--- src/rtl/sli_pkg.sv ---
`timescale 1ns / 1ps
// Shared constants, codes and types for the sorted list insert/pop core.
package sli_pkg;

  localparam int unsigned DEPTH  = 32;
  localparam int unsigned DATA_W = 32;
  localparam int unsigned CNT_W  = $clog2(DEPTH + 1);

  typedef enum logic [2:0] {
    KIND_INSERT   = 3'd0,
    KIND_PUSH     = 3'd1,
    KIND_POP      = 3'd2,
    KIND_LIST_FWD = 3'd3,
    KIND_LIST_REV = 3'd4
  } kind_e;

  typedef enum logic [1:0] {
    ST_OK    = 2'd0,
    ST_EMPTY = 2'd1,
    ST_FULL  = 2'd2
  } status_e;

  typedef enum logic [1:0] {
    CELL_HOLD      = 2'd0,
    CELL_LOAD      = 2'd1,
    CELL_FROM_PREV = 2'd2,
    CELL_FROM_NEXT = 2'd3
  } cell_op_e;

  typedef enum logic [1:0] {
    FSM_IDLE = 2'd0,
    FSM_EXEC = 2'd1,
    FSM_LIST = 2'd2
  } state_e;

  typedef struct packed {
    cell_op_e          op;
    logic [DATA_W-1:0] load_val;
  } cell_ctl_t;

  function automatic logic [DEPTH-1:0] below_mask(input int unsigned idx);
    logic [DEPTH-1:0] m;
    m = '0;
    for (int unsigned j = 0; j < DEPTH; j++) begin
      m[j] = (j < idx);
    end
    return m;
  endfunction

endpackage

--- src/rtl/sli_cell.sv ---
`timescale 1ns / 1ps
// One storage cell of the list chain with its neighbor muxing and compare.
module sli_cell import sli_pkg::*; (
  input  logic              clk_i,
  input  cell_ctl_t         ctl_i,
  input  logic [DATA_W-1:0] prev_i,
  input  logic [DATA_W-1:0] next_i,
  input  logic [DATA_W-1:0] cmp_val_i,
  output logic [DATA_W-1:0] value_o,
  output logic              gt_o
);

  logic [DATA_W-1:0] value_q;
  logic [DATA_W-1:0] value_d;

  always_comb begin
    unique case (ctl_i.op)
      CELL_HOLD:      value_d = value_q;
      CELL_LOAD:      value_d = ctl_i.load_val;
      CELL_FROM_PREV: value_d = prev_i;
      CELL_FROM_NEXT: value_d = next_i;
      default:        value_d = value_q;
    endcase
  end

  always_ff @(posedge clk_i) begin
    value_q <= value_d;
  end

  assign value_o = value_q;
  assign gt_o    = $signed(value_q) > $signed(cmp_val_i);

endmodule

--- src/rtl/sorted_list_insert_pop_core.sv ---
`timescale 1ns / 1ps
// Sorted list core: a chain of value cells that keeps a bounded list of signed words.
// Each word in is accepted while every cell compares its value with the incoming one;
// then, once the output is free, the whole chain shifts at once to carry out an ordered
// insert, push-front or pop-front, or nothing for an unknown kind. A listing of the stored
// words rotates the chain by one cell per cycle and hands out one word per cycle while
// the output is not stalled, forward from the head or reverse from the tail, and ends with
// the list as it was. A stalled output holds the chain. Input is taken only while the core
// is idle, and the result register lets a new word in while the last result waits.
module sorted_list_insert_pop_core import sli_pkg::*; (
  input  logic                     clk_i,
  input  logic                     rst_ni,
  input  logic                     in_valid_i,
  output logic                     in_stall_o,
  input  logic [2:0]               kind_i,
  input  logic signed [DATA_W-1:0] value_i,
  output logic                     out_valid_o,
  input  logic                     out_stall_i,
  output logic signed [DATA_W-1:0] data_out_o,
  output logic [1:0]               status_o,
  output logic                     last_o
);

  state_e            state_q, state_d;
  logic [CNT_W-1:0]  count_q, count_d;
  logic [CNT_W-1:0]  left_q, left_d;
  logic [2:0]        kind_q, kind_d;
  logic [DATA_W-1:0] value_q, value_d;
  logic [DEPTH-1:0]  gt_q, gt_d;
  logic              out_valid_q, out_valid_d;
  logic [DATA_W-1:0] out_data_q, out_data_d;
  status_e           out_status_q, out_status_d;
  logic              out_last_q, out_last_d;

  logic [DATA_W-1:0] cell_val [DEPTH];
  logic [DEPTH-1:0]  cell_gt;
  cell_op_e          cell_op [DEPTH];
  cell_ctl_t         cell_ctl [DEPTH];
  logic [DATA_W-1:0] load_val;

  logic [CNT_W-1:0]  count_m1;
  logic [DEPTH-1:0]  occ;
  logic [DEPTH-1:0]  is_top;
  logic [DEPTH-1:0]  gtx;
  logic [DEPTH-1:0]  shift_up;
  logic [DATA_W-1:0] head;
  logic [DATA_W-1:0] tail;
  logic              out_free;
  logic              list_fwd;

  for (genvar g = 0; g < DEPTH; g++) begin : g_cell
    logic [DATA_W-1:0] prev_val;
    logic [DATA_W-1:0] next_val;
    if (g == 0) begin : g_first
      assign prev_val = '0;
    end else begin : g_inner_prev
      assign prev_val = cell_val[g-1];
    end
    if (g == DEPTH - 1) begin : g_last
      assign next_val = '0;
    end else begin : g_inner_next
      assign next_val = cell_val[g+1];
    end
    sli_cell u_cell (
      .clk_i     (clk_i),
      .ctl_i     (cell_ctl[g]),
      .prev_i    (prev_val),
      .next_i    (next_val),
      .cmp_val_i (value_i),
      .value_o   (cell_val[g]),
      .gt_o      (cell_gt[g])
    );
  end

  assign count_m1 = count_q - CNT_W'(1);
  assign head     = cell_val[0];
  assign out_free = !out_valid_q || !out_stall_i;
  assign list_fwd = (kind_q == KIND_LIST_FWD);

  always_comb begin
    for (int i = 0; i < DEPTH; i++) begin
      occ[i]    = CNT_W'(i) < count_q;
      is_top[i] = CNT_W'(i) == count_m1;
      gtx[i]    = (kind_q == KIND_PUSH) || (gt_q[i] && occ[i]) || (CNT_W'(i) == count_q);
    end
    for (int i = 0; i < DEPTH; i++) begin
      shift_up[i] = |(gtx & below_mask(i));
    end
  end

  always_comb begin
    tail = '0;
    for (int i = 0; i < DEPTH; i++) begin
      tail = tail | (cell_val[i] & {DATA_W{is_top[i]}});
    end
  end

  always_comb begin
    state_d      = state_q;
    count_d      = count_q;
    left_d       = left_q;
    kind_d       = kind_q;
    value_d      = value_q;
    gt_d         = gt_q;
    out_valid_d  = out_valid_q && out_stall_i;
    out_data_d   = out_data_q;
    out_status_d = out_status_q;
    out_last_d   = out_last_q;
    load_val     = value_q;
    for (int i = 0; i < DEPTH; i++) begin
      cell_op[i] = CELL_HOLD;
    end

    unique case (state_q)
      FSM_IDLE: begin
        if (in_valid_i) begin
          kind_d  = kind_i;
          value_d = value_i;
          gt_d    = cell_gt;
          state_d = FSM_EXEC;
        end
      end
      FSM_EXEC: begin
        if (out_free) begin
          out_valid_d  = 1'b1;
          out_data_d   = '0;
          out_status_d = ST_OK;
          out_last_d   = 1'b1;
          state_d      = FSM_IDLE;
          unique case (kind_q)
            KIND_INSERT, KIND_PUSH: begin
              if (count_q == CNT_W'(DEPTH)) begin
                out_status_d = ST_FULL;
              end else begin
                for (int i = 0; i < DEPTH; i++) begin
                  if (gtx[i] && !shift_up[i]) begin
                    cell_op[i] = CELL_LOAD;
                  end else if (shift_up[i] && (CNT_W'(i) <= count_q)) begin
                    cell_op[i] = CELL_FROM_PREV;
                  end
                end
                count_d = count_q + CNT_W'(1);
              end
            end
            KIND_POP: begin
              if (count_q == '0) begin
                out_status_d = ST_EMPTY;
              end else begin
                out_data_d = head;
                for (int i = 0; i < DEPTH - 1; i++) begin
                  cell_op[i] = CELL_FROM_NEXT;
                end
                count_d = count_m1;
              end
            end
            KIND_LIST_FWD, KIND_LIST_REV: begin
              if (count_q == '0) begin
                out_status_d = ST_EMPTY;
              end else begin
                out_data_d = list_fwd ? head : tail;
                load_val   = list_fwd ? head : tail;
                for (int i = 0; i < DEPTH; i++) begin
                  if (list_fwd) begin
                    if (is_top[i]) begin
                      cell_op[i] = CELL_LOAD;
                    end else if (occ[i]) begin
                      cell_op[i] = CELL_FROM_NEXT;
                    end
                  end else begin
                    if (i == 0) begin
                      cell_op[i] = CELL_LOAD;
                    end else if (occ[i]) begin
                      cell_op[i] = CELL_FROM_PREV;
                    end
                  end
                end
                left_d = count_m1;
                if (count_q != CNT_W'(1)) begin
                  out_last_d = 1'b0;
                  state_d    = FSM_LIST;
                end
              end
            end
            default: begin
            end
          endcase
        end
      end
      FSM_LIST: begin
        if (out_free) begin
          out_valid_d  = 1'b1;
          out_data_d   = list_fwd ? head : tail;
          out_status_d = ST_OK;
          out_last_d   = (left_q == CNT_W'(1));
          load_val     = list_fwd ? head : tail;
          for (int i = 0; i < DEPTH; i++) begin
            if (list_fwd) begin
              if (is_top[i]) begin
                cell_op[i] = CELL_LOAD;
              end else if (occ[i]) begin
                cell_op[i] = CELL_FROM_NEXT;
              end
            end else begin
              if (i == 0) begin
                cell_op[i] = CELL_LOAD;
              end else if (occ[i]) begin
                cell_op[i] = CELL_FROM_PREV;
              end
            end
          end
          left_d = left_q - CNT_W'(1);
          if (left_q == CNT_W'(1)) begin
            state_d = FSM_IDLE;
          end
        end
      end
      default: begin
        state_d = FSM_IDLE;
      end
    endcase
  end

  always_comb begin
    for (int i = 0; i < DEPTH; i++) begin
      cell_ctl[i].op       = cell_op[i];
      cell_ctl[i].load_val = load_val;
    end
  end

  always_ff @(posedge clk_i or negedge rst_ni) begin
    if (!rst_ni) begin
      state_q     <= FSM_IDLE;
      count_q     <= '0;
      left_q      <= '0;
      out_valid_q <= 1'b0;
    end else begin
      state_q     <= state_d;
      count_q     <= count_d;
      left_q      <= left_d;
      out_valid_q <= out_valid_d;
    end
  end

  always_ff @(posedge clk_i) begin
    kind_q       <= kind_d;
    value_q      <= value_d;
    gt_q         <= gt_d;
    out_data_q   <= out_data_d;
    out_status_q <= out_status_d;
    out_last_q   <= out_last_d;
  end

  assign in_stall_o  = (state_q != FSM_IDLE);
  assign out_valid_o = out_valid_q;
  assign data_out_o  = out_data_q;
  assign status_o    = out_status_q;
  assign last_o      = out_last_q;

  a_count_bound: assert property (@(posedge clk_i) disable iff (!rst_ni)
    count_q <= CNT_W'(DEPTH))
    else $error("List count exceeds capacity.");

  a_list_left: assert property (@(posedge clk_i) disable iff (!rst_ni)
    state_q == FSM_LIST |-> (left_q != '0) && (left_q < count_q))
    else $error("Listing word counter out of range.");

  a_list_keeps_count: assert property (@(posedge clk_i) disable iff (!rst_ni)
    state_q == FSM_LIST |=> count_q == $past(count_q))
    else $error("Listing changed the list length.");

  a_pop_count: assert property (@(posedge clk_i) disable iff (!rst_ni)
    (state_q == FSM_EXEC) && out_free && (kind_q == KIND_POP) && (count_q != '0)
    |=> count_q == $past(count_q) - CNT_W'(1))
    else $error("Pop did not shorten the list.");

  a_list_end: assert property (@(posedge clk_i) disable iff (!rst_ni)
    (state_q == FSM_LIST) && out_free && (left_q == CNT_W'(1))
    |=> (state_q == FSM_IDLE) && out_valid_o && last_o)
    else $error("Listing did not end with a last word.");

endmodule

--- config.mk ---
export PLATFORM = sky130hd
export DESIGN_NAME = sorted_list_insert_pop_core
export DESIGN_NICKNAME = d
export VERILOG_FILES = /design/src/rtl/sli_pkg.sv /design/src/rtl/sli_cell.sv /design/src/rtl/sorted_list_insert_pop_core.sv
export SDC_FILE = /design/constraint.sdc
export NUM_CORES = 2
export LEC_CHECK = 0
export ABC_AREA = 0
export BUFFER_PORTS_ARGS = -buffer_cell sky130_fd_sc_hd__buf_4
export CAP_MARGIN = 20
export CORE_UTILIZATION = 30
export CTS_BUF_LIST = sky130_fd_sc_hd__clkbuf_2 sky130_fd_sc_hd__clkbuf_4 sky130_fd_sc_hd__clkbuf_8
export DETAILED_ROUTE_END_ITERATION = 12
export GPL_TIMING_DRIVEN = 0
export REMOVE_ABC_BUFFERS = 1
export SYNTH_ARGS = -nofsm -noshare
export SYNTH_HDL_FRONTEND = slang
export SYNTH_SLANG_ARGS = --single-unit
--- constraint.sdc ---
create_clock -name clk_i -period 8.4 [get_ports clk_i]
set_input_delay 1.68 -clock clk_i [delete_from_list [all_inputs] [get_ports clk_i]]
set_output_delay 1.68 -clock clk_i [all_outputs]
set_load 0.03 [all_outputs]
==> reports/metrics.yaml <==
clocking:
  cts_root_buffer: "clkbuf_8"
  htree_levels: 4
  cts.path.max_buffers: 3
  hold_buffers: 0
  cts_setup_buffers: 0
  clk_pin_slew_ps: 60
  cts_resized: 0
  cts_made_buffers: 220
  clk-insertion-delay-late_ps: 1100
  tritoncts: "done"
  clock_sinks: 1141
place:
  dpl-instance-area_um2: 104000
  portBuffers: 75
  hpwl_mm: 402
  gp_congestion: 1.02
finish:
  final_nets: 10700
  fillers: 31300
  drive_above_1_share: 0.176
  areaGrowthSynthToFinish_pct: 16.2
  final_cell_mix: "edfxtp_1, ha_1, a21oi_1, nor2_1, nand2_1"
  layout_commonest_cell: "edfxtp_1"
  final_area_um2: 109000
logic_synthesis:
  synth_warnings: 0
  synthDominantCellAreaShare: 0.360
  synth-edff-count: 1126
  async_flop_share: 0.0131
  ys_types: 120
  synth_flop_cell: "edfxtp_1"
  syn_avg_cell_area_um2: 9.78
  ys_seq_area_frac: 0.364
  synthTopCellsByArea: "edfxtp_1, ha_1, mux2_2, a21oi_1, nor2_1"
  syn_area_um2: 93800
  netlist.top_cell.by_area: "edfxtp_1"
  synth_seq_cells: 1141
  syn_inst: 9593
route:
  drt_wl_total_mm: 520
  via_per_inst: 6.49
  drcViolationCount: 0
  drt-initial-drc-count: 15700
  post_drt_wl_per_cell_um: 37.4
  vias: 90300
  antenna_left: 0
  drt_first_pass_iters: 10
status:
  status: "complete, no violations"
die:
  die_h_um: 561
  num_rows: 204
  dieArea_um2: 315000
  die_w_um: 561
  initial_utilization: 0.303
  core_um2: 310000
  boundaryPins: 76
pwr:
  leakage_nw: 39.9
  peakVddDrop_mv: 0.235
  p_per_area_nw_per_um2: 347
  finalPower_mw: 37.8
flow_run:
  drv_cap: 0
sta:
  fmaxAchievable_mhz: 122
  fin_crit_sh: 0.973
  finalMaxSlewViolations: 0
  tightest_slew_ps: 1440
  grt_setup_unrepaired: "no"
  relSlewSlack: 0.0376
  fin_worst_skew_ps: 103
  min_period_ps: 8170
  whs_ps: 496
  hold_viol: 0
  setup_viol: 0
grt:
  antenna_found_initial: 40
  grt_max_degree: 65
  grt_use_total: 0.317
  grt_pass1_vias: 81200
  grt_pass1_wl_mm: 697
  grt.overflow.total: 0
worst_setup_path:
  worstPathArrival_ps: 8800
  setup.worst_path.end_class: "register"
  startpoint_type: "register"
  worstPathRequired_ps: 9020
  path_max_fanout: 57
  critPathKind: "register to register"
min_path:
  hold_class: "input pin to asynchronous set/reset pin"
==> Yosys cell counts, types with 31 or more instances <==
| library cell | n |
|---|---|
| o21ai_0 | 527 |
| a211oi_1 | 224 |
| o21a_1 | 86 |
| buf_1 | 31 |
| o21ai_1 | 111 |
| a22oi_1 | 142 |
| a22o_1 | 79 |
| clkbuf_1 | 285 |
| nand3_1 | 195 |
| nor4_1 | 49 |
| mux2_2 | 620 |
| ha_1 | 1035 |
| nor2_1 | 724 |
| nand4_1 | 267 |
| a21o_1 | 302 |
| a32oi_1 | 41 |
| o211ai_1 | 48 |
| nand2_1 | 665 |
| nand2b_1 | 66 |
| nor2b_1 | 207 |
| nor3_1 | 80 |
| mux2_1 | 45 |
| inv_1 | 115 |
| a31oi_1 | 100 |
| a221o_1 | 35 |
| a221oi_1 | 88 |
| o22ai_1 | 37 |
| mux2i_1 | 236 |
| a21oi_1 | 1009 |
| a222oi_1 | 46 |
| buf_2 | 314 |
| edfxtp_1 | 1126 |
| buf_4 | 37 |
| and3_1 | 54 |
| and2_1 | 81 |
==> cell families after synthesis <==
group | Yosys count | synth area share
multiplexers | 902 | 0.105
XOR/XNOR | 10 | 0.000933
flip-flops | 1141 | 0.364
adder cells (fa/ha/maj) | 1035 | 0.138
AND/OR/NAND/NOR | 2527 | 0.132
AO/OA/AOI/OAI | 3174 | 0.221
buffers and inverters | 804 | 0.0394
==> metrics by stage <==
| stage | worst slack (ps) | TNS (ps) | cells | utilization |
|---|---|---|---|---|
| after CTS | 862 | 0 | 13900 | 0.351 |
| after global routing | 343 | 0 | 13900 | 0.352 |
| after detailed placement | 865 | 0 | 13500 | 0.337 |
| after global placement | -19680 | - | 13100 | 0.311 |
| final | 226 | 0 | 13900 | 0.352 |
| after floorplan | -3670 | -731100 | 8905 | - |
==> worst max-delay path, cell delays in order, from the launching register on <==
cell      delay, ps
dfrtp_2        1010
inv_1           430
ha_4            460
buf_16          270
nor2b_2         230
buf_8           200
a21o_2          330
buf_12          210
a21oi_4         930
nor2_2          380
buf_8           290
a21oi_1         210
a211oi_1        120
nor3_2          720
buf_6           240
buf_6           190
buf_6           200
buf_6           200
or2_2           870
==> power by group <==
group          switching (mW)  internal, mW  total [mW]
combinational            14.6          6.93        21.6
clock                    2.89          3.01        5.90
sequential               1.57          8.78        10.3
==> state kept, by name (all words and copies together), names as in the netlist <==
signal	cells
kind_q	3
g_cell.u_cell.value_o	1024
data_out_o	32
status_o	2
value_q	32
state_q	2
out_valid_o	1
left_q	6
gt_q	32
last_o	1
count_q	6
==> worst paths after layout <==
check	startpoint	to	slack, ps	cells after the start
worst max-delay path	count_q[1]	g_cell[5].u_cell.value_o[10]	230	18
min in group clk_i	state_q[0]	state_q[0]	570	1
max in group asynchronous	rst_ni	count_q[2]	7640	1
worst min register to register	state_q[0]	state_q[0]	570	1
worst min-delay path	rst_ni	state_q[0]	500	1
worst max register to register	count_q[1]	g_cell[5].u_cell.value_o[10]	230	18
==> layout make-up <==
type / instances / area, um2 / share of cell area
Timing Repair Buffer: 459 / 7340 / 0.0673
Clock inverter: 108 / 786 / 0.00721
Clock buffer: 289 / 3550 / 0.0325
Inverter: 116 / 435 / 0.00399
Antenna cell: 25 / 62.6 / 0.000574
Sequential cell: 1141 / 34200 / 0.314
Multi-Input combinational cell: 7648 / 57500 / 0.527
Tap cell: 4120 / 5150 / 0.0473
==> layer usage <==
layer	global-route usage	vias to the layer above	wire length (um)
met5	0	-	87
met4	0.229	12	45700
met3	0.101	1513	69600
met2	0.445	7103	207000
met1	0.406	44200	198000
li1	-	37400	-
Note: power is estimated with default switching activity, not from simulation.
